### config.mk
export PLATFORM = sky130hd
export DESIGN_NAME = cstb_div
export DESIGN_NICKNAME = d
export VERILOG_FILES = /design/src/rtl/cstb_pkg.sv /design/src/rtl/cstb_div.sv
export SDC_FILE = /design/constraint.sdc
export NUM_CORES = 1
export LEC_CHECK = 0
export ABC_AREA = 0
export BUFFER_PORTS_ARGS = -buffer_cell sky130_fd_sc_hd__buf_2
export CORE_ASPECT_RATIO = 2
export CORE_MARGIN = 4
export CORE_UTILIZATION = 60
export CTS_BUF_LIST = sky130_fd_sc_hd__clkbuf_16
export CTS_CLUSTER_DIAMETER = 60
export DETAILED_ROUTE_END_ITERATION = 6
export PLACE_DENSITY = 0.82
export SYNTH_ARGS = -nofsm -noshare
export SYNTH_HDL_FRONTEND = slang
export SYNTH_SLANG_ARGS = --single-unit
### constraint.sdc
create_clock -name clock -period 21.1 [get_ports clock]
set_input_delay 2.11 -clock clock [delete_from_list [all_inputs] [get_ports clock]]
set_output_delay 2.11 -clock clock [all_outputs]
set_load 0.03 [all_outputs]
### src/rtl/cstb_pkg.sv
`timescale 1ns / 1ps
// ----------------------------------------------------------------------------
// cstb_pkg
// Shared constants, payload types and fixed-point helpers for the clone-stamp
// texel blend pipeline (unsigned Q1.FRAC_BITS arithmetic).
// ----------------------------------------------------------------------------
package cstb_pkg;

   // fixed-point format
   localparam int FRAC_BITS = 15;
   localparam int FIELD_W   = 16;
   localparam int ONE_W     = FRAC_BITS + 1;
   localparam int VAL_W     = (ONE_W > FIELD_W) ? ONE_W : FIELD_W;

   // product and sum widths
   localparam int WH_W   = FIELD_W + ONE_W;
   localparam int PROD_W = FIELD_W + ONE_W;
   localparam int LT_W   = 2 * FIELD_W;
   localparam int SUM_W  = ((PROD_W > LT_W) ? PROD_W : LT_W) + 2;

   // divider default: quotient bits resolved per pipeline stage
   localparam int DIV_STEPS_DEFAULT = 4;

   // stream payload layout
   localparam int IN_FIELDS  = 11;
   localparam int OUT_FIELDS = 6;
   localparam int REQ_W      = ((IN_FIELDS * FIELD_W + 7) / 8) * 8;
   localparam int RSP_W      = ((OUT_FIELDS * FIELD_W + 7) / 8) * 8;

   // input field slots
   localparam int F_DST    = 0;
   localparam int F_SRC    = 4;
   localparam int F_PRIOR  = 8;
   localparam int F_WEIGHT = 9;
   localparam int F_CEIL   = 10;

   // channel slots within a texel, and output field slots
   localparam int CH_ALPHA = 3;
   localparam int O_STROKE = 4;
   localparam int O_COVER  = 5;

   localparam logic [ONE_W-1:0]     FX_ONE  = {1'b1, {FRAC_BITS{1'b0}}};
   localparam logic [FRAC_BITS-1:0] FX_HALF = {1'b1, {(FRAC_BITS-1){1'b0}}};
   localparam logic [FIELD_W-1:0]   FX_LIMIT =
      (ONE_W > FIELD_W) ? {FIELD_W{1'b1}} : FIELD_W'(FX_ONE);

   typedef logic [FIELD_W-1:0] field_type;

   // texel payload that rides along the pipeline
   typedef struct packed {
      field_type [3:0]  dst;
      field_type [3:0]  src;
      field_type        prior;
      logic [ONE_W-1:0] a1;
      logic             refuse;
   } carry_type;

   // one divider stage: partial remainder, remaining numerator bits, quotient, divisor, payload
   typedef struct packed {
      logic [ONE_W-1:0] rem;
      logic [ONE_W-1:0] num;
      logic [ONE_W-1:0] quot;
      logic [ONE_W-1:0] head;
      carry_type        carry;
   } div_stage_type;

   // min(v, ONE)
   function automatic logic [ONE_W-1:0] clamp_one(input field_type v);
      logic [VAL_W-1:0] x;
      x = VAL_W'(v);
      if (x > VAL_W'(FX_ONE)) begin
         return FX_ONE;
      end
      return x[ONE_W-1:0];
   endfunction

   // round to nearest, halves up, then drop the fraction
   function automatic logic [SUM_W-1:0] round_fx(input logic [SUM_W-1:0] v);
      logic [SUM_W-1:0] t;
      t = v + SUM_W'(FX_HALF);
      return t >> FRAC_BITS;
   endfunction

   // saturate to the largest legal field value
   function automatic field_type sat_field(input logic [SUM_W-1:0] v);
      if (v > SUM_W'(FX_LIMIT)) begin
         return FX_LIMIT;
      end
      return v[FIELD_W-1:0];
   endfunction

endpackage

### src/rtl/cstb_div.sv
`timescale 1ns / 1ps
// ----------------------------------------------------------------------------
// cstb_div
// Pipelined restoring divider for the coverage quotient. Each stage resolves
// STEPS quotient bits; ONE_W bits in total.
// ----------------------------------------------------------------------------
module cstb_div #(
   parameter int STEPS = cstb_pkg::DIV_STEPS_DEFAULT
) (
   input  logic                    clock,
   input  logic                    reset,
   input  logic                    in_valid,
   output logic                    in_ready,
   input  cstb_pkg::div_stage_type in_data,
   output logic                    out_valid,
   input  logic                    out_ready,
   output cstb_pkg::div_stage_type out_data
);

   localparam int OW     = cstb_pkg::ONE_W;
   localparam int STAGES = (OW + STEPS - 1) / STEPS;

   cstb_pkg::div_stage_type stg_ff  [STAGES];
   cstb_pkg::div_stage_type stg_in  [STAGES];
   cstb_pkg::div_stage_type prev    [STAGES];
   logic [STAGES-1:0]       vld_ff;
   logic [STAGES:0]         prev_vld;
   logic [STAGES-1:0]       ld;

   // stall chain from the output back to the input
   always_comb begin
      ld[STAGES-1] = !vld_ff[STAGES-1] || out_ready;
      for (int s = STAGES - 2; s >= 0; s--) begin
         ld[s] = !vld_ff[s] || ld[s+1];
      end
   end

   assign in_ready = ld[0];
   assign prev_vld = {vld_ff, in_valid};

   // restoring steps: shift in one numerator bit, subtract head if it fits
   always_comb begin
      logic [OW:0] trial;
      logic [OW:0] diff;
      trial   = '0;
      diff    = '0;
      prev[0] = in_data;
      for (int s = 1; s < STAGES; s++) begin
         prev[s] = stg_ff[s-1];
      end
      for (int s = 0; s < STAGES; s++) begin
         stg_in[s] = prev[s];
         for (int k = 0; k < STEPS; k++) begin
            if (s * STEPS + k < OW) begin
               trial = {stg_in[s].rem, stg_in[s].num[OW-1]};
               diff  = trial - {1'b0, stg_in[s].head};
               stg_in[s].num = stg_in[s].num << 1;
               if (trial >= {1'b0, stg_in[s].head}) begin
                  stg_in[s].rem  = diff[OW-1:0];
                  stg_in[s].quot = {stg_in[s].quot[OW-2:0], 1'b1};
               end else begin
                  stg_in[s].rem  = trial[OW-1:0];
                  stg_in[s].quot = {stg_in[s].quot[OW-2:0], 1'b0};
               end
            end
         end
      end
   end

   // valid bits
   always_ff @(posedge clock) begin
      if (reset) begin
         vld_ff <= '0;
      end else begin
         for (int s = 0; s < STAGES; s++) begin
            if (ld[s]) begin
               vld_ff[s] <= prev_vld[s];
            end
         end
      end
   end

   // stage payload
   always_ff @(posedge clock) begin
      for (int s = 0; s < STAGES; s++) begin
         if (ld[s]) begin
            stg_ff[s] <= stg_in[s];
         end
      end
   end

   assign out_valid = vld_ff[STAGES-1];
   assign out_data  = stg_ff[STAGES-1];

endmodule

# --- Word level (Yosys, flattened, before mapping) ---
# Memory sizes are Yosys's and may differ from the RTL's.
# Index checks and enable logic that the tools add are counted.
classes:
  addsub: 16
  magnitude_cmp: 16
  muxes: 40
  reduce_logical: 8
ops:
  columns: ["operator", "n"]
  rows:
  - ["17-bit by 16-bit >= comparator with 1-bit output", 16]
  - ["16-bit 2-to-1 mux", 16]
  - ["16-bit subtractor", 16]
  - ["1-bit 2-to-1 mux", 24]
  - ["1-bit zero test", 4]
  - ["1-bit logical OR", 4]
word_totals:
  reg_bits: 4
  ram_bits: 884
  inputBits: 229
  output_inout_bits: 227
  word_cells: 85
  n_memories: 1
mem_list:
  columns: ["memory", "words", "width", "rd", "rd_clocked_by_memory_dff", "write_ports", "line_no", "text"]
  rows:
  - ["stg_ff", 4, 221, 4, 0, 4, "cstb_div.sv:23", "cstb_pkg::div_stage_type stg_ff [STAGES];"]

# --- Longest topological paths before layout ---
# Gate-level depths: netlist of the first run.
# An unclocked memory read counts as a cell.
depth:
  word_depth: 9
  ltp_mapped: 50
  ltp_nobuf: 46

# --- Least setup slack after synthesis of the first run ---
# No wires, ideal clock.
synth_path:
  path_kind: "input to register"
  startpoint: "input port in_data[162] in the netlist's numbering"
  endpoint: "memory stg_ff[0][213] in the netlist's numbering (data pin)"
  setup_ns: 0.262
  t_arrival_ns: 11.916
  required_time_ns: 20.838
  slack_ns: 8.922
  cell_stages: 48
  n_path_buf: 5
  path_cell_list: "inv_1 > ha_1 > nor2b_1 > o31a_1 > o22a_1 > or3_4 > a31oi_4 > clkbuf_1 > nand2_1 > o21ai_0 > ha_1 > a21o_1 > a21oi_1 > o21ai_0 > a31oi_1 > o31ai_1 > a221o_1 > a211oi_1 > (+12 left out) > and4_1 > a311oi_4 > buf_2 > nand2_1 > o21ai_1 > ha_1 > nor2b_1 > o31a_1 > nor4_1 > o31ai_1 > o41ai_1 > o21ai_0 > o211ai_1 > nand2_1 > a21oi_1 > o31ai_4 > buf_6 > mux2_1"
synth_rtl:
  columns: ["element", "line_no", "text"]
  rows:
  - ["start, declared", "cstb_div.sv:14", "input cstb_pkg::div_stage_type in_data,"]
  - ["end, declared", "cstb_div.sv:23", null]

==> results of run 1 <==
## through the flow
stage,cells,cell area [um^2]
final,4246,45300
after global routing,4242,45300
after CTS,4231,45300
after detailed placement,4103,43000
after global placement,4103,43000
after floorplan,2830,39900
## metal layers
layer / share of wire (%) / up-vias
met4: 7.0 / 8
met5: 0.050 / -
met2: 56 / 977
li1: - / 11700
met3: 6.0 / 305
met1: 31 / 12300
## worst register-to-register path, delay by kind of cell (launching register included)
| family | cells | cell delay (ns) |
|---|---|---|
| buffers and inverters | 4 | 0.80 |
| muxes | 2 | 0.83 |
| DFF | 1 | 0.51 |
| and+or+nand+nor | 6 | 1.53 |
| adders and majority gates | 4 | 1.35 |
| AOI/OAI and AO/OA | 25 | 8.17 |
## layout make-up
| type | count | area (um^2) | area share (%) |
|---|---|---|---|
| Sequential cell | 840 | 25200 | 55.5 |
| Multi-Input combinational cell | 1778 | 13800 | 30.5 |
| Timing Repair Buffer | 441 | 2250 | 4.97 |
| Clock buffer | 71 | 1780 | 3.92 |
| Tap cell | 877 | 1100 | 2.42 |
| Inverter | 167 | 644 | 1.42 |
| Clock inverter | 57 | 542 | 1.19 |
| Antenna cell | 15 | 37.5 | 0.0828 |
## registers in the layout, indices dropped and copies added, names as in the netlist
signal / cells
stg_ff: 836
vld_ff: 4
## final timing paths
path	from	end	depth (start not counted)
worst min-delay path	stg_ff[0][89]$_DFFE_PP_	stg_ff[1][89]$_DFFE_PP_	0
worst min register to register	stg_ff[0][89]$_DFFE_PP_	stg_ff[1][89]$_DFFE_PP_	0
worst max-delay path	in_data[162]	stg_ff[0][206]$_DFFE_PP_	46
worst max register to register	stg_ff[0][162]$_DFFE_PP_	stg_ff[1][211]$_DFFE_PP_	41
## synth_stat cells (10+ instances only)
master / number
nor2_1: 120
inv_1: 161
nor3_1: 37
a21oi_1: 189
edfxtp_1: 836
o21ai_0: 117
mux2_1: 18
and2_1: 13
xor2_1: 63
nand3_1: 43
mux2_2: 125
mux2i_1: 26
o31a_1: 10
a211oi_1: 21
o31ai_1: 16
buf_4: 16
o211ai_1: 16
nor2b_1: 32
clkbuf_1: 15
a21o_1: 77
nand2b_1: 27
or2_2: 14
nand4_1: 43
o21a_1: 31
fa_1: 16
ha_1: 256
nand2_1: 125
or3_1: 13
nor4_1: 11
a31oi_1: 17
o21bai_1: 21
xnor2_1: 125
## kinds of logic after synthesis
group                    count (synthesis)
other                                    1
adder cells (fa/ha/maj)                272
AND/OR/NAND/NOR                        516
multiplexers                           178
buffers and inverters                  212
XOR/XNOR                               188
AO/OA/AOI/OAI                          608
flip-flops                             840
## cell usage in the layout (no fill, tap or decap), types with 10 or more instances in the layout
cell,Yosys,final
a211oi_1,21,20
a21o_1,77,77
a21oi_1,189,189
a31oi_1,17,17
and2_1,13,13
buf_2,9,423
buf_4,16,18
clkbuf_16,0,71
clkinv_2,0,12
conb_1,1,16
diode_2,0,15
edfxtp_1,836,836
fa_1,16,16
ha_1,256,256
inv_1,161,173
mux2_1,18,18
mux2_2,125,125
mux2i_1,26,26
nand2_1,125,123
nand2b_1,27,27
nand3_1,43,43
nand4_1,43,43
nor2_1,120,120
nor2b_1,32,32
nor3_1,37,37
nor4_1,11,11
o211ai_1,16,16
o21a_1,31,31
o21ai_0,117,117
o21bai_1,21,21
o31a_1,10,10
o31ai_1,16,16
or2_2,14,14
or3_1,13,13
xnor2_1,125,125
xor2_1,63,63
==> results.json, run 1 <==
{
  "skew_ns": 0.0437,
  "rsz0062_at_grt": "no",
  "max_freq_mhz": 72.2,
  "ys_seq_elements": 840,
  "cts_root_buf": "clkbuf_16",
  "syn-cell-area_um2": 39800,
  "async_reset_ff_share_pct": 0,
  "grt.busiest_layer": "met2",
  "fp.dieH_um": 372,
  "grt.total_usage_pct": 28.3,
  "worst_slew_pin_slew_ns": 1.17,
  "path_max_fanout": 23,
  "synth.area.top_cells": "edfxtp_1, ha_1, mux2_2",
  "clockBufferDepth": 3,
  "preCtsSetupSlack_ns": 6.54,
  "critPathArrivalTime_ns": 14.22,
  "cts_tree": "built",
  "vias_per_cell": 5.95,
  "nFillCells": 4434,
  "worstSetupEndpointType": "register",
  "synthXorXnorAreaFrac_pct": 4.14,
  "crit_buf_inv": 7,
  "layout-drive-gt1-share_pct": 21.6,
  "yosys_warnings": 0,
  "synth_top_area_share_pct": 63.0,
  "worst-setup-path-type": "input pin to register",
  "drt_iter0_markers": 1493,
  "min_period_ns": 13.85,
  "crit_family": "compound AO/OA/AOI/OAI gates",
  "io_pins": 456,
  "synth_fa_ha_area_share_pct": 8.85,
  "vias": 25300,
  "dpl.hpwl_mm": 74.2,
  "gp_congestion": 0.952,
  "initial_utilization_pct": 60.6,
  "synth_flop_cell": "edfxtp_1",
  "antenna_found_initial": 18,
  "die_w_um": 190,
  "crit_slowest_cell": "o41ai_1",
  "final_util_pct": 69.0,
  "gr-usage-met3_pct": 5.83,
  "synth_edf_count": 836,
  "hp-class": "register to register",
  "critPathRequiredTime_ns": 21.47,
  "grt_max_degree": 135,
  "cts_sinks": 840,
  "rows": 133,
  "grtUsageMet1_pct": 26.4,
  "drc": 0,
  "path_clk_slew_ns": 0.06,
  "holdWs_ns": 0.395,
  "hold_violations": 0,
  "port_buffers": 423,
  "htreeDepth": 3,
  "cpPeakStageDelay_ns": 0.51,
  "nets": 3800,
  "finalWirelength_mm": 102,
  "area_growth_pct": 13.9,
  "drv_cap": 0,
  "ant_nets": 0,
  "grt_pass1_vias": 26900,
  "status": "complete, no violations",
  "grt_first_pass_wirelength_mm": 151,
  "setup_viol": 0,
  "drv_slew": 0,
  "die_area_um2": 70800,
  "dr.pass1.iters": 5,
  "r2r_slack_ns": 7.71,
  "tns_ns": 0,
  "postSynthCellCount": 2815,
  "hold_buffers": 0,
  "yosys.area.top_type": "edfxtp_1",
  "synth_top_family_by_area": "compound AO/OA/AOI/OAI gates",
  "numCtsBuffers": 71,
  "avgRoutedWirePerCell_um": 23.9,
  "synthSimpleGateAreaFrac_pct": 6.52,
  "synthMuxAreaShare_pct": 5.04,
  "cts_resized": 0,
  "cts_setup_buffers": 0,
  "fin_crit_sh_pct": 65.6,
  "ys_seq_area_share_pct": 63.2,
  "grt.overflow.total": 0,
  "slew_headroom_pct": 22.1,
  "synth_compound_area_share_pct": 9.94,
  "clk_latency_ns": 0.66,
  "syn_avg_cell_area_um2": 14.1,
  "grtUsageMet2_pct": 54.7,
  "synth_cell_type_count": 84,
  "fp.coreArea_um2": 65700,
  "critPathLaunchType": "input pin",
  "setup_ws_ns": 7.25
}
Power of run 1 is not shown: default switching activity piles up to over one toggle a cycle in this logic, so the estimate is an artifact.
==> inputs of run 2 (changes only) <==
--- a/config.mk
+++ b/config.mk
@@ -9,11 +9,11 @@
 export BUFFER_PORTS_ARGS = -buffer_cell sky130_fd_sc_hd__buf_2
 export CORE_ASPECT_RATIO = 2
 export CORE_MARGIN = 4
-export CORE_UTILIZATION = 60
+export CORE_UTILIZATION = 53
 export CTS_BUF_LIST = sky130_fd_sc_hd__clkbuf_16
 export CTS_CLUSTER_DIAMETER = 60
 export DETAILED_ROUTE_END_ITERATION = 6
-export PLACE_DENSITY = 0.82
+export PLACE_DENSITY = 0.76
 export SYNTH_ARGS = -nofsm -noshare
 export SYNTH_HDL_FRONTEND = slang
 export SYNTH_SLANG_ARGS = --single-unit
==> constraint.sdc (replaced) <==
create_clock -name clock -period 11.09 [get_ports clock]
set_input_delay 1.109 -clock clock [delete_from_list [all_inputs] [get_ports clock]]
set_output_delay 1.109 -clock clock [all_outputs]
set_load 0.03 [all_outputs]
==> run 2 against run 1 <==
Compared with the run above: utilization shrank 3.6 points; final area grew 7.1%; critical path depth grew 1; critical endpoint is now stg_ff[3][214]$_DFFE_PP_; wire length grew 1.0%; count of clock-buffer cells in the layout grew 1; global-route usage shrank 2.9 points.
==> results.json, run 2 (synthesis results as in run 1) <==
{
  "status": "complete, no violations",
  "initial_utilization_pct": 53.6,
  "grt.overflow.total": 0,
  "largest-register": "stg_ff",
  "grt.total_usage_pct": 25.3,
  "drc": 0,
  "antenna_found_initial": 24,
  "grt_max_degree": 85,
  "drt_iter0_markers": 1263,
  "grtUsageMet1_pct": 23.6,
  "critPathArrivalTime_ns": 11.09,
  "ant_nets": 0,
  "hp-class": "register to register",
  "grt.busiest_layer": "met2",
  "dr.pass1.iters": 5,
  "hold_buffers": 0,
  "nets": 4174,
  "final_util_pct": 65.4,
  "worst-setup-path-type": "register to register",
  "setup_viol": 0,
  "crit_slowest_cell": "or4_1",
  "cts_sinks": 840,
  "fin_cells": 4741,
  "critPathRequiredTime_ns": 11.49,
  "die_area_um2": 79800,
  "drv_slew": 0,
  "path_clk_slew_ns": 0.07,
  "clockBufferDepth": 3,
  "grt_first_pass_wirelength_mm": 153,
  "avgRoutedWirePerCell_um": 21.6,
  "fp.dieH_um": 396,
  "critPathLaunchType": "register",
  "placed_area_um2": 46000,
  "cts_tree": "built",
  "largest_reg_flops": 836,
  "hold_violations": 0,
  "skew_ns": 0.0210,
  "hold_depth": 0,
  "preCtsSetupSlack_ns": -0.0468,
  "area_growth_pct": 21.9,
  "max_freq_mhz": 93.5,
  "io_pins": 456,
  "path_max_fanout": 15,
  "cpPeakStageDelay_ns": 0.47,
  "htreeDepth": 3,
  "fin_crit_sh_pct": 96.4,
  "setup_ws_ns": 0.394,
  "dpl.hpwl_mm": 78.6,
  "cts_root_buf": "clkbuf_16",
  "numCtsBuffers": 72,
  "nFillCells": 5351,
  "final_cell_area_um2": 48500,
  "die_w_um": 202,
  "min_period_ns": 10.70,
  "rr_worst_depth": 47,
  "gp_congestion": 0.954,
  "placedCellCount": 4597,
  "drv_cap": 0,
  "reg.largest.list": "stg_ff (836), vld_ff (4)",
  "clk_latency_ns": 0.67,
  "port_buffers": 423,
  "rows": 141,
  "layout_commonest_cell": "edfxtp_1",
  "worst_slew_pin_slew_ns": 1.04,
  "worstSetupEndpointType": "register",
  "fp.coreArea_um2": 74300,
  "grt_pass1_vias": 27600,
  "layout-drive-gt1-share_pct": 29.9,
  "vias_per_cell": 5.54,
  "most-common-layout-cells": "edfxtp_1, buf_2, buf_4",
  "vias": 26300,
  "gr-usage-met3_pct": 5.78,
  "finalWirelength_mm": 103,
  "grtUsageMet2_pct": 47.7,
  "slew_headroom_pct": 30.6
}
==> run 2: cell count changes in the layout (fill, tap and decap cells not counted), sizes merged, moves of 2 or more <==
cell	previous run	this run
buf	441	814
clkinv	27	25
diode	15	12
bufinv	4	9
inv	189	185
==> run 2: path summary, 6_finish.rpt <==
| path | startpoint | end | slack [ns] |
|---|---|---|---|
| setup reg to reg | stg_ff[2][163]$_DFFE_PP_ | stg_ff[3][214]$_DFFE_PP_ | 0.39 |
| setup / recovery | stg_ff[2][163]$_DFFE_PP_ | stg_ff[3][214]$_DFFE_PP_ | 0.39 |
| hold reg to reg | stg_ff[0][37]$_DFFE_PP_ | stg_ff[1][37]$_DFFE_PP_ | 0.41 |
| hold / removal | stg_ff[0][37]$_DFFE_PP_ | stg_ff[1][37]$_DFFE_PP_ | 0.41 |
==> run 2: cell type report <==
cell class / count / area (um^2) / share of cell area, %
sequential: 840 / 25200 / 51.9
clock inverter: 57 / 653 / 1.35
inverter: 167 / 644 / 1.33
clock buffer: 72 / 1800 / 3.71
tap: 1001 / 1250 / 2.58
antenna: 12 / 30.0 / 0.0619
multi-input combinational: 1778 / 13900 / 28.6
timing repair buffer: 814 / 5110 / 10.5
==> run 2: critical path: cells and delay by family (launching register included) <==
family,cells,cell delay [ns]
AO/OA/AOI/OAI,19,3.88
adder cells (fa/ha/maj),4,1.25
buffers and inverters,9,1.40
flip-flops,1,0.40
multiplexers,4,1.24
AND/OR/NAND/NOR,11,2.22
==> run 2: timing repair <==
action | in CTS | in global routing
endpoints found under the hold margin | 0 | 0
pin swaps | 0 | 3
endpoints found under the setup margin | 15 | 40
gates resized for setup | 1 | 15
setup buffers | 0 | 3
==> run 2: metal layers <==
metal / share of wire [%] / routed length, um
met4: 8.1 / 8330
met1: 32 / 32700
met2: 54 / 55300
met3: 5.9 / 6100
met5: 0.090 / 92
==> run 2: per-stage QoR <==
stage,setup TNS [ns],hold WS (ns)
after floorplan,0,0.400
after global placement,0,0.400
after detailed placement,-0.164,0.405
after CTS,0,0.410
after global routing,-0.945,0.421
final,0,0.410
Power of run 2 is left out for the same reason.
==> inputs of run 3 (changes only) <==
==> config.mk (replaced) <==
export PLATFORM = sky130hd
export DESIGN_NAME = cstb_div
export DESIGN_NICKNAME = d
export VERILOG_FILES = /design/src/rtl/cstb_pkg.sv /design/src/rtl/cstb_div.sv
export SDC_FILE = /design/constraint.sdc
export NUM_CORES = 1
export LEC_CHECK = 0
export ABC_AREA = 1
export BUFFER_PORTS_ARGS = -buffer_cell sky130_fd_sc_hd__buf_2
export CORE_ASPECT_RATIO = 0.7
export CORE_MARGIN = 4
export CORE_UTILIZATION = 54
export CTS_BUF_LIST = sky130_fd_sc_hd__clkbuf_16
export CTS_CLUSTER_DIAMETER = 60
export DETAILED_ROUTE_END_ITERATION = 6
export PLACE_DENSITY = 0.77
export SKIP_LAST_GASP = 1
export SYNTH_ARGS = -nofsm -noshare
export SYNTH_HDL_FRONTEND = slang
export SYNTH_SLANG_ARGS = --single-unit
==> run 3 against run 2 <==
Compared with the run above: sequential share of layout area rose by 1.0 points; utilization down 2.6 points; synthesized cell count rose by 35%; first-iteration DRC count up 130%; maximum frequency increased by 5.0%; flip-flop and latch count stayed put; count of clock-buffer cells in the layout up 6; via count is 9.6% higher; global-route usage down 0.16 points.
==> results.json, run 3 <==
{
  "gr-usage-met3_pct": 5.93,
  "grtUsageMet1_pct": 38.1,
  "synth_top_area_share_pct": 60.2,
  "rows": 84,
  "hp-class": "register to register",
  "grtUsageMet2_pct": 37.3,
  "fp.dieH_um": 241,
  "final_util_pct": 62.8,
  "die_area_um2": 81800,
  "crit_path_frequent_cell": "nand2_1",
  "drv_slew": 0,
  "worstSetupEndpointType": "register",
  "largest_reg_flops": 836,
  "cts_sinks": 840,
  "status": "complete, no violations",
  "path_clk_slew_ns": 0.07,
  "path_max_fanout": 19,
  "synth.area.top_cells": "edfxtp_1, nand2_1, ha_1",
  "r2r_slack_ns": 0.90,
  "skew_ns": 0.0322,
  "rsz0062_at_grt": "no",
  "critPathLaunchType": "register",
  "cts_tree": "built",
  "min_from": "stg_ff[2][159]$_DFFE_PP_",
  "nFillCells": 6016,
  "gp_congestion": 0.950,
  "cpPeakStageDelay_ns": 0.70,
  "hold_violations": 0,
  "dpl.hpwl_mm": 78.4,
  "min_period_ns": 10.19,
  "crit_buf_inv": 7,
  "fin_crit_sh_pct": 91.9,
  "synth_edf_count": 836,
  "io_pins": 456,
  "grt_max_degree": 148,
  "drc": 0,
  "die_w_um": 340,
  "layout-drive-gt1-share_pct": 15.6,
  "dr.pass1.iters": 7,
  "drt_iter0_markers": 2947,
  "synth_cell_type_count": 56,
  "critPathRequiredTime_ns": 11.59,
  "ys_seq_elements": 840,
  "reg.largest.list": "stg_ff (836), vld_ff (4)",
  "clk_latency_ns": 0.64,
  "ys_seq_area_share_pct": 60.4,
  "cts_resized": 0,
  "syn-cell-area_um2": 41700,
  "holdPathEnd": "stg_ff[3][159]$_DFFE_PP_",
  "grt.busiest_layer": "met1",
  "ant_nets": 0,
  "initial_utilization_pct": 55.0,
  "grt_first_pass_wirelength_mm": 158,
  "regToRegStartpoint": "stg_ff[0][162]$_DFFE_PP_",
  "hold_buffers": 0,
  "worst-setup-path-type": "register to register",
  "grt.overflow.total": 0,
  "antenna_found_initial": 13,
  "reg2reg_to": "stg_ff[1][206]$_DFFE_PP_",
  "finalWirelength_mm": 105,
  "slew_headroom_pct": 26.2,
  "crit_family": "simple AND/OR/NAND/NOR gates",
  "setup_viol": 0,
  "yosys.area.top_type": "edfxtp_1",
  "rr_worst_depth": 48,
  "drv_cap": 0,
  "yosysMostFrequentCell": "nand2_1",
  "critPathArrivalTime_ns": 10.69,
  "synth_flop_cell": "edfxtp_1",
  "area_growth_pct": 14.1,
  "vias_per_cell": 5.37,
  "cts_setup_buffers": 0,
  "avgRoutedWirePerCell_um": 19.5,
  "syn_avg_cell_area_um2": 11.0,
  "htreeDepth": 3,
  "most-common-layout-cells": "nand2_1, edfxtp_1, buf_2",
  "fp.coreArea_um2": 75800,
  "largest-register": "stg_ff",
  "port_buffers": 423,
  "layout_commonest_cell": "nand2_1",
  "crit_slowest_cell": "a21oi_2",
  "yosys_warnings": 0,
  "setup_ws_ns": 0.904,
  "vias": 28800,
  "max_freq_mhz": 98.2,
  "grt_pass1_vias": 26600,
  "nets": 4763,
  "hold_depth": 0,
  "synthTopCellsByCount": "nand2_1, edfxtp_1, inv_1, nand3_1, ha_1",
  "cts_root_buf": "clkbuf_16",
  "preCtsSetupSlack_ns": 1.46,
  "numCtsBuffers": 78,
  "async_reset_ff_share_pct": 0,
  "grt.total_usage_pct": 25.2,
  "worst_slew_pin_slew_ns": 1.11,
  "clockBufferDepth": 3,
  "postSynthCellCount": 3788
}
-- run 3: layer usage --
metal	vias to the layer above	wire length, um
met5	-	44
met4	8	1900
met3	133	9760
met2	1105	45100
met1	13500	47900
li1	14100	-
-- run 3: worst max path at each step --
stage	slack, ns	to	startpoint	cells past startpoint
after floorplan	-0.68	stg_ff[1][0]$_DFFE_PP_	out_ready	6
after global placement	1.55	stg_ff[1][207]$_DFFE_PP_	stg_ff[0][162]$_DFFE_PP_	48
after detailed placement	1.46	stg_ff[1][206]$_DFFE_PP_	stg_ff[0][162]$_DFFE_PP_	48
after CTS	1.41	stg_ff[1][206]$_DFFE_PP_	stg_ff[0][162]$_DFFE_PP_	48
after global routing	0.40	stg_ff[1][206]$_DFFE_PP_	stg_ff[0][162]$_DFFE_PP_	48
final	0.90	stg_ff[1][206]$_DFFE_PP_	stg_ff[0][162]$_DFFE_PP_	48
-- run 3: cell families after synthesis --
family	share of synthesized area, %
buffers and inverters	4.51
XOR/XNOR	4.05
AND/OR/NAND/NOR	16.9
adder cells (fa/ha/maj)	8.45
AO/OA/AOI/OAI	5.74
other	0.00899
flip-flops	60.4
-- run 3: layout make-up --
class                   count  area (um^2)  area share (%)
flip-flops and latches    840        25200            52.9
clock buffers              78         1950            4.10
repair buffers            436         2240            4.71
multi-input cells        2507        14700            31.0
well taps                1032         1290            2.71
inverters                 399         1510            3.17
clock inverters            62          661            1.39
diodes                      9         22.5          0.0473
-- run 3: per-stage QoR --
step | hold WS (ns) | cells | setup TNS, ns | instance area (um^2)
after detailed placement | 0.405 | 5214 | 0 | 45000
final | 0.397 | 5363 | 0 | 47600
after global placement | 0.400 | 5214 | 0 | 45000
after CTS | 0.400 | 5354 | 0 | 47600
after global routing | 0.411 | 5361 | 0 | 47600
after floorplan | 0.400 | 3803 | -171.27 | 41800
Power of run 3 is left out for the same reason.
