[config.mk]
export PLATFORM = sky130hd
export DESIGN_NAME = cstb_front
export DESIGN_NICKNAME = d
export VERILOG_FILES = /design/src/rtl/cstb_pkg.sv /design/src/rtl/cstb_front.sv
export SDC_FILE = /design/constraint.sdc
export NUM_CORES = 1
export LEC_CHECK = 0
export ABC_CLOCK_PERIOD_IN_PS = 9650
export BUFFER_PORTS_ARGS = -buffer_cell sky130_fd_sc_hd__buf_2
export CORE_UTILIZATION = 30
export DETAILED_ROUTE_END_ITERATION = 8
export PLACE_DENSITY_LB_ADDON = 0.05
export SLEW_MARGIN = 20
export SYNTH_ARGS = -nofsm -noshare
export SYNTH_HDL_FRONTEND = slang
export SYNTH_SLANG_ARGS = --single-unit
[constraint.sdc]
create_clock -name clock -period 9.65 [get_ports clock]
set_input_delay 2.4125 -clock clock [delete_from_list [all_inputs] [get_ports clock]]
set_output_delay 2.4125 -clock clock [all_outputs]
set_load 0.03 [all_outputs]
[src/rtl/cstb_pkg.sv]
`timescale 1ns / 1ps
// ----------------------------------------------------------------------------
// cstb_pkg
// Shared constants, payload types and fixed-point helpers for the clone-stamp
// texel blend pipeline (unsigned Q1.FRAC_BITS arithmetic).
// ----------------------------------------------------------------------------
package cstb_pkg;

   // fixed-point format
   localparam int FRAC_BITS = 15;
   localparam int FIELD_W   = 16;
   localparam int ONE_W     = FRAC_BITS + 1;
   localparam int VAL_W     = (ONE_W > FIELD_W) ? ONE_W : FIELD_W;

   // product and sum widths
   localparam int WH_W   = FIELD_W + ONE_W;
   localparam int PROD_W = FIELD_W + ONE_W;
   localparam int LT_W   = 2 * FIELD_W;
   localparam int SUM_W  = ((PROD_W > LT_W) ? PROD_W : LT_W) + 2;

   // divider default: quotient bits resolved per pipeline stage
   localparam int DIV_STEPS_DEFAULT = 4;

   // stream payload layout
   localparam int IN_FIELDS  = 11;
   localparam int OUT_FIELDS = 6;
   localparam int REQ_W      = ((IN_FIELDS * FIELD_W + 7) / 8) * 8;
   localparam int RSP_W      = ((OUT_FIELDS * FIELD_W + 7) / 8) * 8;

   // input field slots
   localparam int F_DST    = 0;
   localparam int F_SRC    = 4;
   localparam int F_PRIOR  = 8;
   localparam int F_WEIGHT = 9;
   localparam int F_CEIL   = 10;

   // channel slots within a texel, and output field slots
   localparam int CH_ALPHA = 3;
   localparam int O_STROKE = 4;
   localparam int O_COVER  = 5;

   localparam logic [ONE_W-1:0]     FX_ONE  = {1'b1, {FRAC_BITS{1'b0}}};
   localparam logic [FRAC_BITS-1:0] FX_HALF = {1'b1, {(FRAC_BITS-1){1'b0}}};
   localparam logic [FIELD_W-1:0]   FX_LIMIT =
      (ONE_W > FIELD_W) ? {FIELD_W{1'b1}} : FIELD_W'(FX_ONE);

   typedef logic [FIELD_W-1:0] field_type;

   // texel payload that rides along the pipeline
   typedef struct packed {
      field_type [3:0]  dst;
      field_type [3:0]  src;
      field_type        prior;
      logic [ONE_W-1:0] a1;
      logic             refuse;
   } carry_type;

   // one divider stage: partial remainder, remaining numerator bits, quotient, divisor, payload
   typedef struct packed {
      logic [ONE_W-1:0] rem;
      logic [ONE_W-1:0] num;
      logic [ONE_W-1:0] quot;
      logic [ONE_W-1:0] head;
      carry_type        carry;
   } div_stage_type;

   // min(v, ONE)
   function automatic logic [ONE_W-1:0] clamp_one(input field_type v);
      logic [VAL_W-1:0] x;
      x = VAL_W'(v);
      if (x > VAL_W'(FX_ONE)) begin
         return FX_ONE;
      end
      return x[ONE_W-1:0];
   endfunction

   // round to nearest, halves up, then drop the fraction
   function automatic logic [SUM_W-1:0] round_fx(input logic [SUM_W-1:0] v);
      logic [SUM_W-1:0] t;
      t = v + SUM_W'(FX_HALF);
      return t >> FRAC_BITS;
   endfunction

   // saturate to the largest legal field value
   function automatic field_type sat_field(input logic [SUM_W-1:0] v);
      if (v > SUM_W'(FX_LIMIT)) begin
         return FX_LIMIT;
      end
      return v[FIELD_W-1:0];
   endfunction

endpackage

[src/rtl/cstb_front.sv]
`timescale 1ns / 1ps
// ----------------------------------------------------------------------------
// cstb_front
// Two-stage front end: clamps, refusal decision and w*(1-a0) product, then
// the new stroke alpha and the divider operands for the coverage quotient.
// ----------------------------------------------------------------------------
module cstb_front (
   input  logic                          clock,
   input  logic                          reset,
   input  logic                          in_valid,
   output logic                          in_ready,
   input  logic [cstb_pkg::REQ_W-1:0]    in_data,
   output logic                          out_valid,
   input  logic                          out_ready,
   output cstb_pkg::div_stage_type       out_data
);

   localparam int FW = cstb_pkg::FIELD_W;
   localparam int OW = cstb_pkg::ONE_W;
   localparam int SW = cstb_pkg::SUM_W;
   localparam int WW = cstb_pkg::WH_W;

   cstb_pkg::field_type     fld [cstb_pkg::IN_FIELDS];
   logic [OW-1:0]           a0_in;
   logic [OW-1:0]           cap_in;
   logic [OW-1:0]           head_in;
   logic [WW-1:0]           wh_in;
   logic                    src_zero;
   cstb_pkg::carry_type     carry_in;

   logic                    s1_vld_ff;
   logic [OW-1:0]           a0_ff;
   logic [OW-1:0]           cap_ff;
   logic [OW-1:0]           head_ff;
   logic [WW-1:0]           wh_ff;
   cstb_pkg::carry_type     s1_carry_ff;

   logic                    s2_vld_ff;
   cstb_pkg::div_stage_type s2_ff;
   cstb_pkg::div_stage_type s2_in;
   logic [SW-1:0]           inc;
   logic [SW-1:0]           total;
   logic [OW-1:0]           a1;
   logic [OW-1:0]           delta;

   logic                    ld1;
   logic                    ld2;

   // stage advance: a stage loads when empty or when the next one loads
   assign ld2      = !s2_vld_ff || out_ready;
   assign ld1      = !s1_vld_ff || ld2;
   assign in_ready = ld1;

   // stage 1: unpack, clamp, refusal, weight product
   always_comb begin
      for (int k = 0; k < cstb_pkg::IN_FIELDS; k++) begin
         fld[k] = in_data[k*FW +: FW];
      end
      a0_in    = cstb_pkg::clamp_one(fld[cstb_pkg::F_PRIOR]);
      cap_in   = cstb_pkg::clamp_one(fld[cstb_pkg::F_CEIL]);
      head_in  = cstb_pkg::FX_ONE - a0_in;
      wh_in    = WW'(fld[cstb_pkg::F_WEIGHT]) * WW'(head_in);
      src_zero = (fld[cstb_pkg::F_SRC] | fld[cstb_pkg::F_SRC+1] |
                  fld[cstb_pkg::F_SRC+2] | fld[cstb_pkg::F_SRC+3]) == '0;
      for (int c = 0; c < 4; c++) begin
         carry_in.dst[c] = fld[cstb_pkg::F_DST + c];
         carry_in.src[c] = fld[cstb_pkg::F_SRC + c];
      end
      carry_in.prior  = fld[cstb_pkg::F_PRIOR];
      carry_in.a1     = '0;
      carry_in.refuse = (fld[cstb_pkg::F_WEIGHT] == '0) || (cap_in == '0) ||
                        (head_in == '0) || (a0_in >= cap_in) || src_zero;
   end

   // stage 2: new stroke alpha, divider seed for (a1-a0)*ONE + head/2
   always_comb begin
      inc   = cstb_pkg::round_fx(SW'(wh_ff));
      total = inc + SW'(a0_ff);
      a1    = (total > SW'(cap_ff)) ? cap_ff : total[OW-1:0];
      delta = a1 - a0_ff;
      s2_in.rem        = OW'(delta[OW-1:1]);
      s2_in.num        = {delta[0], head_ff[OW-1:1]};
      s2_in.quot       = '0;
      s2_in.head       = head_ff;
      s2_in.carry      = s1_carry_ff;
      s2_in.carry.a1   = a1;
   end

   // valid bits
   always_ff @(posedge clock) begin
      if (reset) begin
         s1_vld_ff <= 1'b0;
         s2_vld_ff <= 1'b0;
      end else begin
         if (ld1) begin
            s1_vld_ff <= in_valid;
         end
         if (ld2) begin
            s2_vld_ff <= s1_vld_ff;
         end
      end
   end

   // payload
   always_ff @(posedge clock) begin
      if (ld1) begin
         a0_ff       <= a0_in;
         cap_ff      <= cap_in;
         head_ff     <= head_in;
         wh_ff       <= wh_in;
         s1_carry_ff <= carry_in;
      end
      if (ld2) begin
         s2_ff <= s2_in;
      end
   end

   assign out_valid = s2_vld_ff;
   assign out_data  = s2_ff;

endmodule

* Yosys cells after proc, flatten, opt, wreduce, memory -nomap -nowiden
Index checks and enable logic that the tools add are counted.
** Word-level totals
- Input bits :: 180
- Word-level logic and storage cells :: 61
- Memory bits (read-only) :: 0
- Output and inout port bits :: 227
- Flip-flop bits (word level) :: 435
- Memories :: 0
- Bits in writable memories :: 0
- Bits in latches :: 0
** Cells by class
- Multiply operators :: 1
- Reduce and logical (&&, ||, !) cells :: 12
- $lt $le $gt $ge :: 4
- Equal/unequal tests :: 0
- Multiplexer cells :: 7
- $add $sub $neg :: 4
- Div/mod/pow operators :: 0
- Shifts and indexed selects :: 0
- Bitwise logic cells :: 3
** Operator list (count)
- 16-bit 2-to-1 mux :: 5
- 16-bit zero test :: 4
- 16-bit bitwise OR :: 3
- 32-bit by 15-bit adder with 33-bit output, second input constant :: 1
- 16-bit > comparator, second input constant :: 2
- 16-bit by 16-bit multiplier with 32-bit output :: 1
- 18-bit by 16-bit adder with 19-bit output :: 1
- 19-bit by 16-bit > comparator with 1-bit output :: 1
- 16-bit greater-or-equal comparator :: 1
- 16-bit subtractor :: 1
- 16-bit subtractor, first input constant :: 1
- 1-bit logical OR :: 6
- 1-bit zero test :: 2
- 1-bit 2-to-1 mux :: 2

* Depth between registers and ports, before layout
Gate-level depths: netlist of the first run.
- Depth in word-level cells :: 8
- Gate-level depth with buffers :: 35
- Gate-level depth less buffers :: 34

* Worst setup path after synthesis of the first run
No wires, ideal clock.
- Kind :: input port to flip-flop
- Start point :: input in_data[143] (netlist bit)
- End point :: register wh_ff[30], data pin
- Required time :: 9388 ps
- Path buffers :: 6
- Arrival :: 9944 ps
- Library setup time :: 262 ps
- Cell stages on the path :: 33
- Slack :: -557 ps
- Path through :: clkbuf_1 -> nor2b_1 -> clkbuf_1 -> clkbuf_1 -> inv_1 -> ha_1 -> clkbuf_1 -> o21a_1 -> o21ai_1 -> clkbuf_1 -> nand2_1 -> fa_1 -> inv_1 -> fa_1 -> inv_1 -> fa_1 -> inv_1 -> fa_1 -> fa_1 -> inv_1 -> fa_1 -> inv_1 -> ha_1 -> clkbuf_1 -> and3_1 -> a221oi_1 -> nand2_1 -> o21ai_0 -> a211o_1 -> a211oi_1 -> nor3_1 -> o21bai_1 -> xor2_1
** On the way
- Word-level cells in the longest chain between the ends :: 5
** RTL lines
- start, declared :: line cstb_front.sv:12 : input logic [cstb_pkg::REQ_W-1:0] in_data,
- 16-bit > comparator :: line cstb_pkg.sv:71 : if (x > VAL_W'(FX_ONE)) begin
- 1-bit 2-to-1 mux :: line cstb_pkg.sv:71
- 16-bit 2-to-1 mux :: line cstb_pkg.sv:74 : return x[ONE_W-1:0];
- named net a0_in[0] :: line cstb_front.sv:24 : logic [OW-1:0] a0_in;
- 16-bit subtractor :: line cstb_front.sv:61 : head_in = cstb_pkg::FX_ONE - a0_in;
- named net head_in[8] :: line cstb_front.sv:26 : logic [OW-1:0] head_in;
- 16-bit by 16-bit multiplier with 32-bit output :: line cstb_front.sv:62 : wh_in = WW'(fld[cstb_pkg::F_WEIGHT]) * WW'(head_in);
- named net wh_in[30] :: line cstb_front.sv:27 : logic [WW-1:0] wh_in;
- end signal, assigned :: line cstb_front.sv:110 : wh_ff <= wh_in;
- end, declared :: line cstb_front.sv:35 : logic [WW-1:0] wh_ff;
The timed path passes the listed nets, and every way through them passes these cells.
A chain may end at the register's enable or synchronous reset.

* Worst setup path in the final report of the first run
- Start point :: input in_data[133] (netlist bit)
- End point :: register wh_ff[26], data pin
** On the way
- Word-level cells in the longest chain between the ends :: 5
** RTL lines (line)
- 16-bit > comparator :: cstb_pkg.sv:71
- 1-bit 2-to-1 mux :: cstb_pkg.sv:71
- 16-bit 2-to-1 mux (*) :: cstb_pkg.sv:74
- 16-bit subtractor (*) :: cstb_front.sv:61
- 16-bit by 16-bit multiplier with 32-bit output (*) :: cstb_front.sv:62
- named net wh_in[26] :: cstb_front.sv:27
The timed path passes the listed nets; every way through them passes the cells marked *.

==> summary.md, run 1 <==
| Metric | Value |
|---|---|
| H-tree depth | 2 |
| Cts-stage hold buffer count | 0 |
| Mapped cell area | 0.02386 mm² |
| RSZ-0062 raised after global routing | no |
| Chip width | 284.0 µm |
| Initial drt markers | 808 |
| Final setup vio count | 0 |
| Max-slew violations | 0 |
| CTS Buf Count | 48 |
| Sink Count | 405 |
| Design Power | 9039 µW |
| Fillers | 7807 |
| Net Sw Frac | 38.28% |
| Hpwl dp | 53260 µm |
| Sequential area share after synthesis | 50.89% |
| WL final | 68370 µm |
| DR pass1 iterations | 9 |
| Routed Antenna Nets | 0 |
| Yosys reg bits | 405 |
| Most frequent cells in the layout | edfxtp_1 (403), buf_2 (389), inv_1 (294), fa_1 (193), nand2_1 (168) |
| Dpl cells | 3332 |
| Port bufs | 389 |
| Syn_area_per_cell | 12.92 µm² |
| Clk pwr share | 20.6% |
| Worst-path clk slew | 0.06 ns |
| CTS tree | done |
| Tmin final | 9.331 ns |
| Core area | 0.07887 mm² |
| Worst slew pin tran | 1.014 ns |
| Initial core utilization | 30.25% |
| Hold WC Path Type | reg -> reg |
| Cell Int Power | 5578 µW |
| Slew headroom | 32.40% |
| Row count | 103 |
| Failing checks | DRC |
| DR WL/cell | 19.98 µm |
| Antenna violations before repair | 7 |
| Worst vdd ir | 0.2473 mV |
| Clock Skew | 0.01364 ns |
| Layout cells sized above 1 | 26.29% |
| Setup CP Type | in -> reg |
| Status | complete, but fails checks |
| Die area | 0.08065 mm² |
| Clock Latency Late Sink | 0.60 ns |
| CTS Buffer Depth | 3 |
| Gpl congestion | 0.8362 |
| Non-Filler Instances | 3422 |
| Psw | 3460 µW |
| All-layer global routing usage | 16.95% |
| FMAX | 107.2 MHz |
| Clk root buf | clkbuf_16 |
| Vias per cell | 4.464 |
| Synthesis-to-layout area growth | 23.43% |
| Ys async rst share | 0% |
| Post-synth EDFFs | 403 |
| Top_reg_cell synth | edfxtp_1 |
| Largest net degree at the start of global routing | 96 |
| Crit Path Max Fanout | 12 |
| Max Cap Viol | 0 |
| Final Util | 37.34% |
| Gate Count Post-Synth | 1847 |
| Final Hold Vio Count | 0 |
| Kind of end point of the critical path | flop |
| Syn. warnings | 0 |
| Leak | 0.01323 µW |
| First-pass GRT wire length | 102700 µm |
| Pwr Density | 306.9 mW/mm² |
| Residual DRC | 2 |
| CP startpoint kind | input port |
| I/O pin total | 407 |
| Nets@finish | 2875 |
| Cell variety after synth | 61 |
| Vias in the first global route | 16.13k |
| Power share of the sequential group | 26.9% |
| Most common cell after layout, fill and taps aside | edfxtp_1 |
| Via Count | 15.28k |
| WP data required | 9.98 ns |
| Period utilisation layout | 96.69% |
| Die extent in y | 284.0 µm |
| Worst path arrival time | 9.66 ns |
| Total grt overflow | 0 |
| Combinational Power Share | 52.5% |
-- layer usage --
layer  vias to the layer above  routed length [µm]  track usage (%)
met5                         -                  50                0
met4                         8                1313            3.952
met3                        91                3486            3.232
met2                       370               32400            28.28
met1                      7635               31120            22.71
li1                       7172                   -                -
-- worst paths after layout --
| check | end | cells after the start | startpoint | slack, ns |
|---|---|---|---|---|
| worst min-delay path | out_data[87] | 0 | s1_carry_ff[87] | 0.41 |
| worst max-delay path | wh_ff[26] | 26 | in_data[133] | 0.32 |
| worst min register to register | out_data[87] | 0 | s1_carry_ff[87] | 0.41 |
| worst max register to register | out_data[223] | 28 | wh_ff[16] | 1.36 |
-- sequential cells by signal (all words and copies together) (netlist names) --
register	count
out_data	193
s1_carry_ff	145
wh_ff	18
a0_ff	16
cap_ff	16
head_ff	15
out_valid	1
s1_vld_ff	1
-- Yosys cell counts (5+ instances only) --
cell | number | share of area (%)
o21a_1 | 8 | 0.25
and4_1 | 6 | 0.22
nor2_1 | 40 | 0.63
edfxtp_1 | 403 | 51
nand2b_1 | 5 | 0.13
nor4_1 | 32 | 0.84
and3_1 | 21 | 0.55
buf_4 | 32 | 1.0
nand3_1 | 19 | 0.40
xor2_1 | 19 | 0.70
a21o_1 | 23 | 0.72
mux2_2 | 15 | 0.71
xnor2_1 | 43 | 1.6
a21oi_1 | 35 | 0.73
clkbuf_1 | 43 | 0.68
a31oi_1 | 13 | 0.34
nor2b_1 | 27 | 0.71
and2_1 | 115 | 3.0
nor3_1 | 18 | 0.38
fa_1 | 195 | 16
nand4_1 | 13 | 0.34
a211oi_1 | 6 | 0.19
ha_1 | 167 | 8.8
nand2_1 | 171 | 2.7
inv_1 | 298 | 4.7
o21ai_0 | 25 | 0.52
-- power by group through the flow --
| stage | registers (µW) | logic [µW] | clock network [µW] |
|---|---|---|---|
| after floorplan | 2710 | 3030 | 0 |
| final | 2430 | 4740 | 1860 |
| after global routing | 2460 | 5400 | 1990 |
| after global placement | 2470 | 4740 | 0 |
| after CTS | 2440 | 4790 | 1930 |
| after detailed placement | 2470 | 4750 | 0 |
-- critical path: stages --
cell and delay [ns]:
buf_2 0.11, or4_4 0.57, or4_4 0.54, buf_4 0.17
nor4_1 0.26, a31oi_1 0.15, o21ai_2 0.23, buf_4 0.33
nand2_1 0.10, fa_1 0.53, inv_1 0.06, fa_1 0.56
fa_1 0.43, fa_1 0.48, fa_1 0.50, inv_1 0.05
fa_1 0.48, inv_1 0.05, ha_1 0.29, a2111oi_0 0.50
buf_4 0.20, a211o_4 0.16, a21boi_1 0.08, o21a_1 0.19
nor3_1 0.14, nor2_1 0.06
-- kinds of logic after synthesis --
group,share of synthesized area [%]
xor+xnor,2.371
fa+ha+maj,25.12
flops,50.89
simple gates,10.44
buf+inv,6.388
mux,0.7080
other cells,0.01572
compound gates,4.059
-- per-stage QoR --
stage	setup WS [ns]	cell area (µm²)	TNS (ns)	hold WS (ns)
after global placement	-0.5328	27770	-5.317	0.4001
final	0.3192	29450	0	0.4112
after global routing	0.04317	29440	0	0.4193
after floorplan	0.008557	24080	0	0.4003
after CTS	0.07460	29390	0	0.4085
after detailed placement	-0.5621	27770	-5.679	0.4045
-- layout make-up --
class	instances	area, µm²	area share (%)
Tap cell	1050	1314	4.461
Antenna cell	2	5.005	0.01700
Clock buffer	53	1241	4.215
Timing Repair Buffer	495	2818	9.569
Inverter	299	1130	3.837
Sequential cell	405	12140	41.23
Multi-Input combinational cell	1084	10430	35.40
Clock inverter	34	372.9	1.266
-- what timing repair did --
item / in CTS / in global routing
setup endpoints to repair: 0 / 10
buffers inserted: 0 / 1
gates resized for setup: 0 / 7
No activity file was read; power rests on OpenSTA's default activity.
==> run 2: changes to the inputs <==
ABC_CLOCK_PERIOD_IN_PS = 11350   (was 9650)
BUFFER_PORTS_ARGS = unset   (was -buffer_cell sky130_fd_sc_hd__buf_2)
DONT_BUFFER_PORTS = 1   (was unset)
MAX_ROUTING_LAYER = met4   (was unset)
clock period = 11.35 ns   (was 9.65 ns; I/O delays follow)
==> summary.md, run 2 (synthesized netlist as in run 1, its figures left out) <==
| Metric | Value |
|---|---|
| Status | complete, but fails checks (unchanged) |
| Core area | 0.07887 mm² (unchanged) |
| Routed Antenna Nets | 0 (unchanged) |
| Initial core utilization | 30.25% (unchanged) |
| DR pass1 iterations | 7 (was 9) |
| H-tree depth | 2 (unchanged) |
| Cts repair resizes | 0 (unchanged) |
| Clock Latency Late Sink | 0.63 ns (was 0.60 ns) |
| Worst path arrival time | 10.90 ns (was 9.66 ns) |
| Leak | 0.01129 µW (was 0.01323 µW) |
| Fillers | 7806 (was 7807) |
| Hold WC Path Type | reg -> reg (unchanged) |
| CTS Buffer Depth | 3 (unchanged) |
| CTS tree | done (unchanged) |
| Tmin final | 10.56 ns |
| FMAX | 94.74 MHz |
| Residual DRC | 2 (unchanged) |
| Sink Count | 405 (unchanged) |
| Vias per cell | 4.619 (was 4.464) |
| Final Util | 33.94% (was 37.34%) |
| Die extent in y | 284.0 µm (unchanged) |
| WP data required | 11.69 ns (was 9.98 ns) |
| Final Hold Vio Count | 0 (unchanged) |
| Worst vdd ir | 0.1735 mV (was 0.2473 mV) |
| Max-slew violations | 0 (unchanged) |
| DR WL/cell | 22.06 µm (was 19.98 µm) |
| Gpl congestion | 0.8113 (was 0.8362) |
| Clk root buf | clkbuf_16 (unchanged) |
| Period utilisation layout | 93.00% |
| Slew headroom | 29.71% (was 32.40%) |
| Initial drt markers | 803 (was 808) |
| Total grt overflow | 0 (unchanged) |
| Clock Skew | 0.03671 ns (was 0.01364 ns) |
| All-layer global routing usage | 16.71% (was 16.95%) |
| Nets@finish | 2408 (was 2875) |
| Setup_tns | 0 ns (unchanged) |
| Die area | 0.08065 mm² (unchanged) |
| CTS Buf Count | 50 (was 48) |
| PnR worst setup slack | 0.7945 ns (was 0.3192 ns) |
| Final setup vio count | 0 (unchanged) |
| RSZ-0062 raised after global routing | no (unchanged) |
| Via Count | 13.67k (was 15.28k) |
| Hpwl dp | 49060 µm (was 53260 µm) |
| Cts-stage hold buffer count | 0 (unchanged) |
| Max Cap Viol | 0 (unchanged) |
| Synthesis-to-layout area growth | 12.21% (was 23.43%) |
| Pwr Density | 266.7 mW/mm² (was 306.9 mW/mm²) |
| Setup CP Type | in -> reg (unchanged) |
| Number of flip-flops under the largest register name | 193 (unchanged) |
| Design Power | 7140 µW (was 9039 µW) |
| Placement Setup Slack | 0.1759 ns (was -0.5621 ns) |
| Kind of end point of the critical path | flop (unchanged) |
| Vias in the first global route | 14.55k (was 16.13k) |
| Crit path top cell by count | inv_1 (was fa_1) |
| Worst path slowest cell | or4_4 (unchanged) |
| Crit Path Max Fanout | 11 (was 12) |
| Most common cell after layout, fill and taps aside | edfxtp_1 (unchanged) |
| Row count | 103 (unchanged) |
| Worst slew pin tran | 1.054 ns (was 1.014 ns) |
| Layout cells sized above 1 | 7.027% (was 26.29%) |
| Slowest stage delay, CP | 0.57 ns (about the same) |
| Postcts setup bufs | 0 (unchanged) |
| Failing checks | DRC (unchanged) |
| Antenna violations before repair | 3 (was 7) |
| Chip width | 284.0 µm (unchanged) |
| First-pass GRT wire length | 97440 µm (was 102700 µm) |
| I/O pin total | 407 (unchanged) |
| WL final | 65280 µm (was 68370 µm) |
| Most frequent cells in the layout | edfxtp_1 (403), inv_1 (297), fa_1 (195), nand2_1 (170), ha_1 (167) (was edfxtp_1 (403), buf_2 (389), inv_1 (294), fa_1 (193), nand2_1 (168)) |
| CP startpoint kind | input port (unchanged) |
| Worst-path clk slew | 0.06 ns (about the same) |
| Port bufs | 0 (was 389) |
| Largest net degree at the start of global routing | 152 (was 96) |
-- run 2: changes by cell type in the layout (fill, tap and decap cells not counted), moves of 5 or more --
cell,delta
buf_4,-75
clkinv_4,+5
buf_12,-5
buf_2,-389
-- run 2: worst max-delay path, delay by kind of cell --
family / cells / cell delay, ns
buffers and inverters: 9 / 1.10
XOR/XNOR: 2 / 0.64
AND/OR/NAND/NOR: 5 / 1.50
AO/OA/AOI/OAI: 7 / 1.95
adder cells (fa/ha/maj): 7 / 2.85
-- run 2: final cells by class --
| type | count | area (µm²) | share of cell area (%) |
|---|---|---|---|
| antenna | 2 | 5.005 | 0.01870 |
| tap | 1050 | 1314 | 4.907 |
| timing repair buffer | 26 | 207.7 | 0.7758 |
| inverter | 299 | 1130 | 4.220 |
| clock buffer | 57 | 1277 | 4.772 |
| multi-input combinational | 1084 | 10280 | 38.39 |
| sequential | 405 | 12140 | 45.35 |
| clock inverter | 36 | 419.2 | 1.566 |
-- run 2: final timing paths --
path / from / slack [ns] / depth (start not counted) / to
min reg2reg: s1_carry_ff[55] / 0.38 / 0 / out_data[55]
max reg2reg: wh_ff[17] / 2.85 / 30 / out_data[223]
min: s1_carry_ff[55] / 0.38 / 0 / out_data[55]
max: in_data[130] / 0.79 / 30 / wh_ff[31]
-- run 2: metrics by stage --
stage | area, µm² | cells | hold slack, ns
after floorplan | 23920 | 1863 | 0.4003
after global placement | 25070 | 2864 | 0.4003
after detailed placement | 25070 | 2864 | 0.4045
after CTS | 26770 | 2957 | 0.3912
after global routing | 26770 | 2957 | 0.3917
final | 26770 | 2959 | 0.3813
-- run 2: metal layers --
layer / vias up / wire [µm] / global-route usage, %
li1: 6241 / - / -
met1: 7007 / 28420 / 20.47
met2: 342 / 32280 / 28.22
met3: 77 / 3322 / 3.384
met4: 0 / 1257 / 3.925
met5: - / 0 / -
-- run 2: where the power goes --
group	internal, µW	switching, µW	total (µW)
combinational	1390	1810	3200
sequential	2000	327	2330
clock	955	655	1610
total	4340	2800	7140
==> run 3: changes to the inputs <==
ABC_CLOCK_PERIOD_IN_PS = 10200   (was 11350)
clock period = 10.2 ns   (was 11.35 ns; I/O delays follow)
==> summary.md, run 3 (synthesized netlist as in run 1, its figures left out) <==
| Metric | Value |
|---|---|
| Status | complete, but fails checks (unchanged) |
| Failing checks | DRC (unchanged) |
| Placement Setup Slack | -0.2661 ns (was 0.1759 ns) |
| Slowest stage delay, CP | 0.54 ns (was 0.57 ns) |
| Via Count | 13.69k (was 13.67k) |
| Tmin final | 9.706 ns |
| Antenna violations before repair | 4 (was 3) |
| Hold path start | s1_carry_ff[29] (was s1_carry_ff[55]) |
| Worst path slowest cell | fa_1 (was or4_4) |
| Cts repair resizes | 0 (unchanged) |
| WP data required | 10.54 ns (was 11.69 ns) |
| Kind of end point of the critical path | flop (unchanged) |
| FF-to-FF path depth | 29 (was 30) |
| Gpl congestion | 0.8206 (was 0.8113) |
| Clock Skew | 0.02109 ns (was 0.03671 ns) |
| Port bufs | 0 (unchanged) |
| DR WL/cell | 22.18 µm (was 22.06 µm) |
| Period utilisation layout | 95.15% |
| Layout cells sized above 1 | 8.532% (was 7.027%) |
| Crit Path Max Fanout | 6 (was 11) |
| Postcts setup bufs | 0 (unchanged) |
| I/O pin total | 407 (unchanged) |
| Worst slew pin tran | 1.028 ns (was 1.054 ns) |
| R2R setup slack | 1.94 ns (was 2.85 ns) |
| Die extent in y | 284.0 µm (unchanged) |
| Initial core utilization | 30.25% (unchanged) |
| CTS Buffer Depth | 3 (unchanged) |
| First-pass GRT wire length | 98550 µm (was 97440 µm) |
| Final setup vio count | 0 (unchanged) |
| Largest net degree at the start of global routing | 120 (was 152) |
| Vias in the first global route | 14.54k (was 14.55k) |
| Max Cap Viol | 0 (unchanged) |
| Max-slew violations | 0 (unchanged) |
| CTS tree | done (unchanged) |
| Chip width | 284.0 µm (unchanged) |
| Clock Latency Late Sink | 0.60 ns (was 0.63 ns) |
| Worst-path clk slew | 0.06 ns (about the same) |
| Number of flip-flops under the largest register name | 193 (unchanged) |
| Final Hold Vio Count | 0 (unchanged) |
| Row count | 103 (unchanged) |
| Leak | 0.01141 µW (was 0.01129 µW) |
| Setup_tns | 0 ns (unchanged) |
| Cts-stage hold buffer count | 0 (unchanged) |
| DR pass1 iterations | 7 (unchanged) |
| Hpwl dp | 50280 µm (was 49060 µm) |
| Sink Count | 405 (unchanged) |
| PnR worst setup slack | 0.4942 ns (was 0.7945 ns) |
| CP startpoint kind | input port (unchanged) |
| FMAX | 103.0 MHz |
| RSZ-0062 raised after global routing | no (unchanged) |
| Slew headroom | 31.48% (was 29.71%) |
| Pwr Density | 295.9 mW/mm² (was 266.7 mW/mm²) |
| H-tree depth | 2 (unchanged) |
| Core area | 0.07887 mm² (unchanged) |
| Die area | 0.08065 mm² (unchanged) |
| Vias per cell | 4.585 (was 4.619) |
| Most common cell after layout, fill and taps aside | edfxtp_1 (unchanged) |
| Worst vdd ir | 0.2517 mV (was 0.1735 mV) |
| WL final | 66200 µm (was 65280 µm) |
| Final Util | 34.12% (was 33.94%) |
| Nets@finish | 2437 (was 2408) |
| Worst Setup SP | in_data[130] (unchanged) |
| Hold depth | 0 (unchanged) |
| Initial drt markers | 652 (was 803) |
| Most frequent cells in the layout | edfxtp_1 (403), inv_1 (297), fa_1 (195), nand2_1 (170), ha_1 (167) (unchanged) |
| Total grt overflow | 0 (unchanged) |
| Delay-heaviest family, CP | adder cells (unchanged) |
| Hold WC Path Type | reg -> reg (unchanged) |
| Clk root buf | clkbuf_16 (unchanged) |
| Worst path bufs/invs | 6 (was 9) |
| Sink of the worst hold path | out_data[29] (was out_data[55]) |
| Setup CP Type | in -> reg (unchanged) |
| Reg2Reg Capture Point | out_data[223] (unchanged) |
| Critical register-to-register path startpoint | wh_ff[17] (unchanged) |
| All-layer global routing usage | 16.95% (was 16.71%) |
| Crit path top cell by count | fa_1 (was inv_1) |
| Worst path arrival time | 10.05 ns (was 10.90 ns) |
| Synthesis-to-layout area growth | 12.82% (was 12.21%) |
| CTS Buf Count | 48 (was 50) |
| Routed Antenna Nets | 0 (unchanged) |
| Residual DRC | 2 (unchanged) |
==> run 3: cell count changes in the layout (fill, tap and decap cells not counted), moves of 2 or more <==
cell / change
clkinv_4: -4
clkbuf_16: -2
clkinv_2: +3
clkinv_16: -3
inv_6: +3
buf_12: +3
buf_4: +28
clkinv_1: -3
==> run 3: worst max path at each step <==
stage,to,slack [ns],depth (start not counted)
after floorplan,wh_ff[30],0.06,33
after global placement,wh_ff[31],-0.17,33
after detailed placement,wh_ff[31],-0.27,33
after CTS,wh_ff[31],0.37,33
after global routing,wh_ff[30],0.07,28
final,wh_ff[30],0.49,28
==> run 3: layer usage <==
metal	part of all wire (%)	track usage, %	vias up
met5	0	-	-
met4	2.1	4.570	0
met3	5.5	3.601	92
met2	49	27.69	381
met1	44	21.24	6917
li1	-	-	6296
==> run 3: area by class of cell <==
class / instances / area, µm²
fillers: 7806 / 51960
flip-flops and latches: 405 / 12140
well taps: 1050 / 1314
clock inverters: 33 / 330.3
repair buffers: 57 / 478.0
multi-input cells: 1084 / 10290
clock buffers: 56 / 1231
diodes: 1 / 2.502
inverters: 299 / 1130
==> run 3: power breakdown <==
group	internal [µW]	switching, µW
logic	1630	2030
clock network	998	714
registers	2230	363
total	4850	3110
==> run 3: stage by stage <==
stage,cells,hold WS [ns],total power [µW],instance area (µm²)
floorplan,1863,0.4003,5277,23930
global placement,2895,0.4000,6321,25340
detailed placement,2895,0.4045,6326,25340
CTS,2984,0.4097,8105,26900
global route,2984,0.4143,8670,26910
finish,2985,0.4086,7964,26910
